===== src/hw/rtl/cose_pkg.sv =====
package cose_pkg;

  localparam logic [10:0] MAX_COLUMN_HEIGHT = 11'd1024;

  localparam logic [10:0] COLUMN_HEIGHT_RST = 11'd64;
  localparam logic [10:0] MIN_CLEARANCE_RST = 11'd2;

  localparam logic [0:0] CFG_COLUMN_HEIGHT = 1'b0;
  localparam logic [0:0] CFG_MIN_CLEARANCE = 1'b1;

  localparam logic [1:0] VOX_EMPTY = 2'd0;
  localparam logic [1:0] VOX_WALK  = 2'd1;

  localparam logic [10:0] LEN_SAT = 11'h7FF;

  localparam int unsigned OUT_DEPTH = 4;

  typedef struct packed {
    logic        span_valid;
    logic [9:0]  span_bottom;
    logic [10:0] span_height;
    logic        column_end;
  } res_t;

endpackage


===== src/hw/rtl/column_open_span_extract.sv =====
// results of a voxel are written to the four-entry result queue when the
//   voxel is accepted and are offered from its single read port in order
// throughput: one voxel per cycle while out_tready holds and each voxel yields
//   at most one result; a voxel that yields two results sends them out one at a time
// reset: rst_n synchronous, active low; column state and queue cleared,
//   column_height back to 64 and min_clearance back to 2
module column_open_span_extract (
  input  logic        clk,
  input  logic        rst_n,
  input  logic        in_tvalid,
  output logic        in_tready,
  input  logic [7:0]  in_tdata,   // [1:0] voxel_state
  output logic        out_tvalid,
  input  logic        out_tready,
  output logic [23:0] out_tdata,  // [9:0] span_bottom, [20:10] span_height
  output logic        out_tuser,  // [0] span_valid
  output logic        out_tlast,  // column_end
  input  logic        cfg_we,
  input  logic [0:0]  cfg_index,
  input  logic [10:0] cfg_wdata
);

  logic [10:0] column_height_r;
  logic [10:0] min_clearance_r;

  logic [9:0]  height_index_r, height_index_nxt;
  logic        span_open_r, span_open_nxt;
  logic        gap_seen_r, gap_seen_nxt;
  logic [9:0]  open_bottom_r, open_bottom_nxt;
  logic [10:0] open_length_r, open_length_nxt;

  cose_pkg::res_t mem_r [cose_pkg::OUT_DEPTH];
  logic [1:0] wr_ptr_r, rd_ptr_r;
  logic [2:0] cnt_r;

  logic        in_acc, out_acc;
  logic [1:0]  voxel;
  logic [10:0] ceiling;
  logic        below, keep, do_close, top, top_res;
  logic [10:0] top_h;
  logic [1:0]  n_res;
  cose_pkg::res_t close_rec, top_rec, first_rec;

  assign in_tready  = (cnt_r <= 3'd2);
  assign in_acc     = in_tvalid && in_tready;
  assign out_tvalid = (cnt_r != 3'd0);
  assign out_acc    = out_tvalid && out_tready;
  assign voxel      = in_tdata[1:0];

  always_comb begin
    if (column_height_r == 11'd0) begin
      ceiling = 11'd1;
    end else if (column_height_r > cose_pkg::MAX_COLUMN_HEIGHT) begin
      ceiling = cose_pkg::MAX_COLUMN_HEIGHT;
    end else begin
      ceiling = column_height_r;
    end
  end

  assign below = (({2'b00, open_bottom_r} + {1'b0, open_length_r}) < {1'b0, ceiling});
  assign keep  = span_open_r && !((open_length_r < min_clearance_r) && below);

  always_comb begin
    do_close        = 1'b0;
    span_open_nxt   = span_open_r;
    gap_seen_nxt    = gap_seen_r;
    open_bottom_nxt = open_bottom_r;
    open_length_nxt = open_length_r;
    case (voxel)
      cose_pkg::VOX_EMPTY: begin
        gap_seen_nxt = 1'b1;
        if (span_open_r && (open_length_r != cose_pkg::LEN_SAT)) begin
          open_length_nxt = open_length_r + 11'd1;
        end
      end
      cose_pkg::VOX_WALK: begin
        if (gap_seen_r || !span_open_r) begin
          do_close        = keep;
          span_open_nxt   = 1'b1;
          open_bottom_nxt = height_index_r;
          open_length_nxt = 11'd1;
          gap_seen_nxt    = 1'b0;
        end else if (open_length_r != cose_pkg::LEN_SAT) begin
          open_length_nxt = open_length_r + 11'd1;
        end
      end
      default: begin
        do_close      = keep;
        span_open_nxt = 1'b0;
      end
    endcase
  end

  assign top     = (({1'b0, height_index_r} + 11'd1) >= ceiling);
  assign top_res = top && (span_open_nxt || !do_close);
  assign top_h   = ({1'b0, open_bottom_nxt} < ceiling) ?
                   (ceiling - {1'b0, open_bottom_nxt}) : 11'd0;

  always_comb begin
    close_rec.span_valid  = 1'b1;
    close_rec.span_bottom = open_bottom_r;
    close_rec.span_height = open_length_r;
    close_rec.column_end  = top && !top_res;
    top_rec.span_valid    = span_open_nxt;
    top_rec.span_bottom   = span_open_nxt ? open_bottom_nxt : 10'd0;
    top_rec.span_height   = span_open_nxt ? top_h : 11'd0;
    top_rec.column_end    = 1'b1;
    first_rec             = do_close ? close_rec : top_rec;
    n_res                 = {1'b0, do_close} + {1'b0, top_res};
  end

  always_comb begin
    if (top) begin
      height_index_nxt = 10'd0;
    end else begin
      height_index_nxt = height_index_r + 10'd1;
    end
  end

  always_ff @(posedge clk) begin
    if (!rst_n) begin
      column_height_r <= cose_pkg::COLUMN_HEIGHT_RST;
      min_clearance_r <= cose_pkg::MIN_CLEARANCE_RST;
    end else if (cfg_we) begin
      case (cfg_index)
        cose_pkg::CFG_COLUMN_HEIGHT: column_height_r <= cfg_wdata;
        cose_pkg::CFG_MIN_CLEARANCE: min_clearance_r <= cfg_wdata;
        default: ;
      endcase
    end
  end

  always_ff @(posedge clk) begin
    if (!rst_n) begin
      height_index_r <= 10'd0;
      span_open_r    <= 1'b0;
      gap_seen_r     <= 1'b0;
      open_bottom_r  <= 10'd0;
      open_length_r  <= 11'd0;
    end else if (in_acc) begin
      height_index_r <= height_index_nxt;
      if (top) begin
        span_open_r   <= 1'b0;
        gap_seen_r    <= 1'b0;
        open_bottom_r <= 10'd0;
        open_length_r <= 11'd0;
      end else begin
        span_open_r   <= span_open_nxt;
        gap_seen_r    <= gap_seen_nxt;
        open_bottom_r <= open_bottom_nxt;
        open_length_r <= open_length_nxt;
      end
    end
  end

  // result queue
  always_ff @(posedge clk) begin
    if (in_acc && (n_res != 2'd0)) begin
      mem_r[wr_ptr_r] <= first_rec;
    end
    if (in_acc && (n_res == 2'd2)) begin
      mem_r[wr_ptr_r + 2'd1] <= top_rec;
    end
  end

  always_ff @(posedge clk) begin
    if (!rst_n) begin
      wr_ptr_r <= 2'd0;
      rd_ptr_r <= 2'd0;
      cnt_r    <= 3'd0;
    end else begin
      if (in_acc) begin
        wr_ptr_r <= wr_ptr_r + n_res;
      end
      if (out_acc) begin
        rd_ptr_r <= rd_ptr_r + 2'd1;
      end
      cnt_r <= cnt_r + (in_acc ? {1'b0, n_res} : 3'd0) - {2'b00, out_acc};
    end
  end

  assign out_tdata = {3'b000, mem_r[rd_ptr_r].span_height, mem_r[rd_ptr_r].span_bottom};
  assign out_tuser = mem_r[rd_ptr_r].span_valid;
  assign out_tlast = mem_r[rd_ptr_r].column_end;

endmodule

===== config.mk =====
export PLATFORM = sky130hd
export DESIGN_NAME = column_open_span_extract
export DESIGN_NICKNAME = d
export VERILOG_FILES = /design/src/hw/rtl/cose_pkg.sv /design/src/hw/rtl/column_open_span_extract.sv
export SDC_FILE = /design/constraint.sdc
export NUM_CORES = 1
export LEC_CHECK = 0
export BUFFER_PORTS_ARGS = -buffer_cell sky130_fd_sc_hd__buf_2
export CORE_ASPECT_RATIO = 2
export CORE_MARGIN = 2
export CORE_UTILIZATION = 30
export DETAILED_ROUTE_END_ITERATION = 12
export HOLD_SLACK_MARGIN = 0.03
export SLEW_MARGIN = 5
export SYNTH_ARGS = -nofsm -noshare
export SYNTH_HDL_FRONTEND = slang
export SYNTH_SLANG_ARGS = --single-unit

===== constraint.sdc =====
create_clock -name clk -period 7.15 [get_ports clk]
set_clock_uncertainty 0.2 [all_clocks]
set_input_delay 1.0725 -clock clk [delete_from_list [all_inputs] [get_ports clk]]
set_output_delay 1.0725 -clock clk [all_outputs]
set_load 0.05 [all_outputs]

==> impl_metrics.tcl, run 1 <==
set metrics [dict create \
    ir_drop_v 0.000162 \
    critPathArrivalTime_ns 6.27 \
    cts_max_level 4 \
    hold_buffers 0 \
    min_period_ns 6.13 \
    cts_buffer_depth 2 \
    synth_ff_type "edfxtp_1" \
    clock.fmax_ghz 0.163 \
    grt_pass1_vias 7727 \
    numCtsBuffers 17 \
    dieArea_sq_um 33300 \
    endpoint_kind "flop" \
    cp_max_fo 6 \
    path_class "flop to flop" \
    crit_path_start_kind "flop" \
    timing.rr.start "open_bottom_r[0]" \
    final_max_slew_viol_count 0 \
    max_stage_delay_ns 0.64 \
    grt_max_degree 64 \
    post_drt_wl_per_cell_um 19.8 \
    cts_resized 0 \
    ys_types 59 \
    synth_area_leaders "edfxtp_1, dfxtp_1, ha_1" \
    io_pins 53 \
    synth_commonest_cells "nand2_1, edfxtp_1, dfxtp_1" \
    p_leak_nw 4.23 \
    route.vias.total 7685 \
    power.total_mw 2.64 \
    critPathBufInv 2 \
    hold_class "flop to flop" \
    tightest_slew_ns 1.04 \
    crit_top_cell "ha_1" \
    maxCapViolations 0 \
    overflow 0 \
    route.detailed.drc 0 \
    drt_first_iter_violations 520 \
    core_sq_um 31400 \
    cts_setup_buffers 0 \
    rsz0062_at_grt "no" \
    fin_cells 1414 \
    die_w_um 130 \
    max_slew_margin 0.301 \
    worstSkewPairLatency_ns 0.45 \
    setup_tns_ns 0 \
    antenna_found_initial 1 \
    dr.pass1.iters 6 \
    yosysMostFrequentCell "nand2_1" \
    post-route-period-util 0.857 \
    r2r_slack_ns 1.02 \
    final_hold_viol_count 0 \
    start_util 0.304 \
    cp_top_family "adder cells" \
    cp_data_required_time_ns 7.29 \
    via_per_inst 5.43 \
    worstHoldPathCells 2 \
    ys_warn_count 0 \
    final_core_util 0.343 \
    nets 1065 \
    critPathLaunch "open_bottom_r[0]" \
    place_inst 1382 \
    cts_tree "done" \
    synth-edff-count 88 \
    slowest_stage "or4b_2" \
    path_clk_slew_ns 0.07 \
    core.rowCount 92 \
    status "finished clean" \
    hp-start "min_clearance_r[5]" \
    ff2ff_path_depth 24 \
    clock-sinks 156 \
    track_usage 0.172 \
    die_height_um 256 \
    ys_seq_area_frac 0.419 \
    synth_top_area_frac 0.277 \
    syn-instance-count 958 \
    dp_hpwl_um 21000 \
    syn_area_sq_um 9550 \
    r2r-end "cnt_r[2]" \
    ys_async_sr_fraction 0 \
    root_buffer "clkbuf_16" \
    drt.antenna.violating_nets 0 \
    routed_wl_um 27900 \
    gp_congestion 0.927 \
    avgSynthCellArea_sq_um 9.96 \
    synth_top_cell_by_area "edfxtp_1" \
    power_density_nw_per_um2 245 \
    ys_ff_latch 156 \
    area_growth_pct 13.0 \
    setup_viol 0 \
    path_cells "ha_1 -> fa_1 -> a21o_1 -> a21oi_1 -> nor2b_1 -> o21a_1 -> o41ai_1 -> or4b_2 -> o211ai_1 -> ha_1 -> nand3_1 -> nor2_1 -> and3_1 -> a2111oi_2 -> a41o_2 -> inv_2 -> ha_1 -> nand2_1 -> ha_1 -> inv_1 -> ha_1 -> fa_1 -> xnor2_1 -> and2_1" \
    port_buffers 43 \
    hold_end "min_clearance_r[5]" \
    antennaDiodeCount 0 \
    drive_gt1_frac 0.129 \
    grt_pass1_wl_um 43200 \
]
[flip-flops by register name, summed over array words and instances, names as in the netlist, named ones only]
register and count:
cnt_r 3, column_height_r 11, gap_seen_r 1, height_index_r 10, mem_r 92, min_clearance_r 11, open_bottom_r 10, open_length_r 11
rd_ptr_r 2, span_open_r 1, wr_ptr_r 2
[cell usage in the layout (no fill, tap or decap), types with 5 or more instances in the layout]
cell type  Yosys  final
nand2_1       96     96
edfxtp_1      88     88
dfxtp_1       68     68
nor2_1        61     61
ha_1          59     59
a22o_1        48     48
buf_2          4     43
o21ai_0       42     38
a21oi_1       37     37
a21boi_0      34     34
inv_1         31     31
nand3_1       24     24
mux4_2        23     23
and2_1        20     20
mux2i_1       20     20
nor3_1        20     20
o22ai_1       20     20
nor2b_1       19     19
buf_4          5     19
nand2b_1      18     18
clkbuf_16      0     17
o2bb2ai_1     16     16
xnor2_1       15     15
and3_1        14     14
a21o_1        13     13
xor2_1        11     11
o31ai_1       10     10
a211oi_1       8      8
o211ai_1       8      8
nand4_1        8      8
nand3b_1       7      7
nor4_1         6      6
inv_6          0      6
or3_1          5      5
o21a_1         5      5
a22oi_1        5      5
[stage by stage]
stage / cell area [sq um] / worst slack [ns] / hold slack [ns]
floorplan: 9550 / 1.19 / 0.241
global placement: 10200 / 1.15 / 0.253
detailed placement: 10200 / 1.10 / 0.260
CTS: 10800 / 1.06 / 0.269
global route: 10800 / 0.719 / 0.296
finish: 10800 / 1.02 / 0.264
[worst max path at each step]
stage	end	slack (ns)	depth (start not counted)
after floorplan	mem_r[0][10]	1.19	18
final	cnt_r[2]	1.02	24
after detailed placement	cnt_r[2]	1.10	24
after CTS	cnt_r[2]	1.06	24
after global routing	mem_r[2][16]	0.72	20
after global placement	cnt_r[2]	1.15	24
[report_power, final]
group          leakage, nW  switching, mW  total [mW]  internal, mW
clock network        0.297          0.408       0.942         0.534
registers             1.50         0.0247        1.00         0.976
logic                 2.43          0.477       0.700         0.223
total                 4.23          0.910        2.64          1.73
[worst register-to-register path, stage by stage (launching register included)]
cell and delay, ns:
dfxtp_1 0.39, ha_1 0.26, fa_1 0.41, a21o_1 0.18, a21oi_1 0.21, nor2b_1 0.08, o21a_1 0.20, o41ai_1 0.48
or4b_2 0.64, o211ai_1 0.14, ha_1 0.28, nand3_1 0.09, nor2_1 0.07, and3_1 0.16, a2111oi_2 0.26, a41o_2 0.28
inv_2 0.07, ha_1 0.39, nand2_1 0.08, ha_1 0.30, inv_1 0.04, ha_1 0.18, fa_1 0.37, xnor2_1 0.13
and2_1 0.15
[cell families (layout without fill, tap and decap cells)]
| family | Yosys count | after routing | share of synthesized area |
|---|---|---|---|
| other | 1 | 3 | 0.000393 |
| AO/OA/AOI/OAI | 269 | 269 | 0.201 |
| flip-flops | 156 | 156 | 0.419 |
| multiplexers | 43 | 43 | 0.0752 |
| AND/OR/NAND/NOR | 306 | 306 | 0.156 |
| adder cells (fa/ha/maj) | 62 | 62 | 0.0836 |
| XOR/XNOR | 26 | 26 | 0.0239 |
| buffers and inverters | 95 | 126 | 0.0409 |
[layout make-up]
cell class | count | area, sq um
well taps | 423 | 529
clock buffers | 19 | 443
inverters | 32 | 120
flip-flops and latches | 156 | 4000
multi-input cells | 709 | 5170
repair buffers | 62 | 358
clock inverters | 13 | 154
fillers | 3184 | 20600
[layer usage]
layer  up-vias  GRT usage  routed length [um]  share of wire
li1       3627          -                   -              -
met4         2      0.119                2020          0.072
met1      3691      0.170                9440           0.34
met2       277      0.315               15200           0.54
met3        88     0.0294                1260          0.045
met5         -          0                  13        0.00047
Power figures use the tool's default switching activity.
==> inputs of run 2 (changes only) <==
- RECOVER_POWER: not set -> 100
==> impl_metrics.tcl, run 2 (synthesis results as in run 1) <==
set metrics [dict create \
    hold_class "flop to flop" \
    final_common_cell "nand2_1" \
    nFillCells 3205 \
    critPathArrivalTime_ns 6.54 \
    clock.fmax_ghz 0.155 \
    hold_buffers 0 \
    dr.pass1.iters 5 \
    crit_path_start_kind "flop" \
    die_height_um 256 \
    critPathLaunch "open_bottom_r[0]" \
    hold_slack_ns 0.268 \
    worstSkewPairLatency_ns 0.44 \
    antenna_found_initial 1 \
    ir_drop_v 0.000162 \
    cts_buffer_depth 2 \
    numCtsBuffers 17 \
    area_growth_pct 12.1 \
    overflow 0 \
    setup_viol 0 \
    final_cell_mix "nand2_1, edfxtp_1, dfxtp_1" \
    gp_congestion 0.927 \
    largest_reg_flops 92 \
    path_clk_slew_ns 0.07 \
    hp-start "min_clearance_r[5]" \
    root_buffer "clkbuf_16" \
    drt_first_iter_violations 544 \
    io_pins 53 \
    max_slew_margin -0.664 \
    cp_data_required_time_ns 7.25 \
    cp_max_fo 17 \
    clock-sinks 156 \
    max_stage_delay_ns 1.33 \
    post_drt_wl_per_cell_um 19.8 \
    route.detailed.drc 0 \
    slowest_stage "o31ai_2" \
    min_period_ns 6.45 \
    tightest_slew_ns 2.50 \
    cts_resized 0 \
    routed_wl_um 28000 \
    via_per_inst 5.42 \
    path_cells "ha_1 -> fa_1 -> a21o_1 -> a21oi_1 -> nor2b_1 -> o21a_1 -> o41ai_1 -> or4b_2 -> o211ai_1 -> ha_1 -> nand3_1 -> nor2_1 -> and3_1 -> a2111oi_0 -> a41o_2 -> inv_1 -> o31ai_2 -> a22o_1" \
    post-route-period-util 0.901 \
    drt.antenna.violating_nets 0 \
    dp_hpwl_um 21000 \
    core.rowCount 92 \
    start_util 0.304 \
    grt_pass1_wl_um 43200 \
    placed_cell_area_sq_um 10200 \
    rsz0062_at_grt "no" \
    setup_tns_ns 0 \
    cts_tree "done" \
    cts_setup_buffers 0 \
    grt_pass1_vias 7727 \
    maxCapViolations 4 \
    cts_max_level 4 \
    crit_top_cell "ha_1" \
    violations "max-capacitance violations, max-slew violations" \
    place_inst 1382 \
    regMostFlops "mem_r" \
    die_w_um 130 \
    p_leak_nw 4.12 \
    track_usage 0.172 \
    status "finished with violations" \
    antennaDiodeCount 0 \
    fin_cells 1414 \
    grt_max_degree 64 \
    fin_area_sq_um 10700 \
    final_max_slew_viol_count 106 \
    place_ws_ns 1.10 \
    power_density_nw_per_um2 245 \
    dieArea_sq_um 33300 \
    timing.rr.start "open_bottom_r[0]" \
    route.vias.total 7663 \
    core_sq_um 31400 \
    endpoint_kind "flop" \
    final.setup.worst_slack_ns 0.705 \
    nets 1065 \
    drive_gt1_frac 0.0938 \
    port_buffers 43 \
    path_class "flop to flop" \
    final_hold_viol_count 0 \
]
-- run 2: cell count changes in the layout (fill, tap and decap cells not counted), moves of 2 or more --
| cell | change |
|---|---|
| o21ai_2 | -4 |
| buf_4 | -7 |
| and2_0 | +8 |
| and2_1 | -8 |
| o21ai_0 | +5 |
| buf_2 | -24 |
| clkbuf_1 | +29 |
| clkbuf_2 | +2 |
-- run 2: critical path, delay by kind of cell (launching register included) --
family,cells,cell delay [ns]
and+or+nand+nor,5,1.01
buffers and inverters,1,0.10
AOI/OAI and AO/OA,9,3.64
adders and majority gates,3,0.95
DFF,1,0.39
-- run 2: per-layer routing --
metal	global-route usage	part of all wire	wire, um	vias up
met5	0	0.00046	13	-
met3	0.0294	0.041	1160	88
li1	-	-	-	3621
met4	0.119	0.071	1990	2
met1	0.170	0.34	9630	3710
met2	0.315	0.54	15200	242
-- run 2: path summary, 6_finish.rpt --
kind	endpoint	slack, ns	depth (start not counted)
setup / recovery	mem_r[3][2]	0.70	18
setup reg to reg	mem_r[3][2]	0.70	18
hold reg to reg	min_clearance_r[5]	0.27	2
hold / removal	min_clearance_r[5]	0.27	2
-- run 2: power by group --
group,switching (mW),internal [mW],leakage (nW)
clock network,0.406,0.534,0.297
registers,0.0247,0.976,1.50
logic,0.478,0.207,2.33
total,0.909,1.72,4.12
-- run 2: layout make-up --
| type | count | area [sq um] | area share |
|---|---|---|---|
| clock buffer | 19 | 443 | 0.0414 |
| clock inverter | 13 | 154 | 0.0144 |
| inverter | 32 | 120 | 0.0112 |
| multi-input combinational | 709 | 5140 | 0.481 |
| sequential | 156 | 4000 | 0.374 |
| tap | 423 | 529 | 0.0495 |
| timing repair buffer | 62 | 304 | 0.0284 |
-- run 2: per-stage QoR --
stage               power [mW]  utilization
global route              2.74        0.340
CTS                       2.66        0.343
global placement          1.72        0.324
floorplan                 1.56            -
detailed placement        1.73        0.324
finish                    2.63        0.340
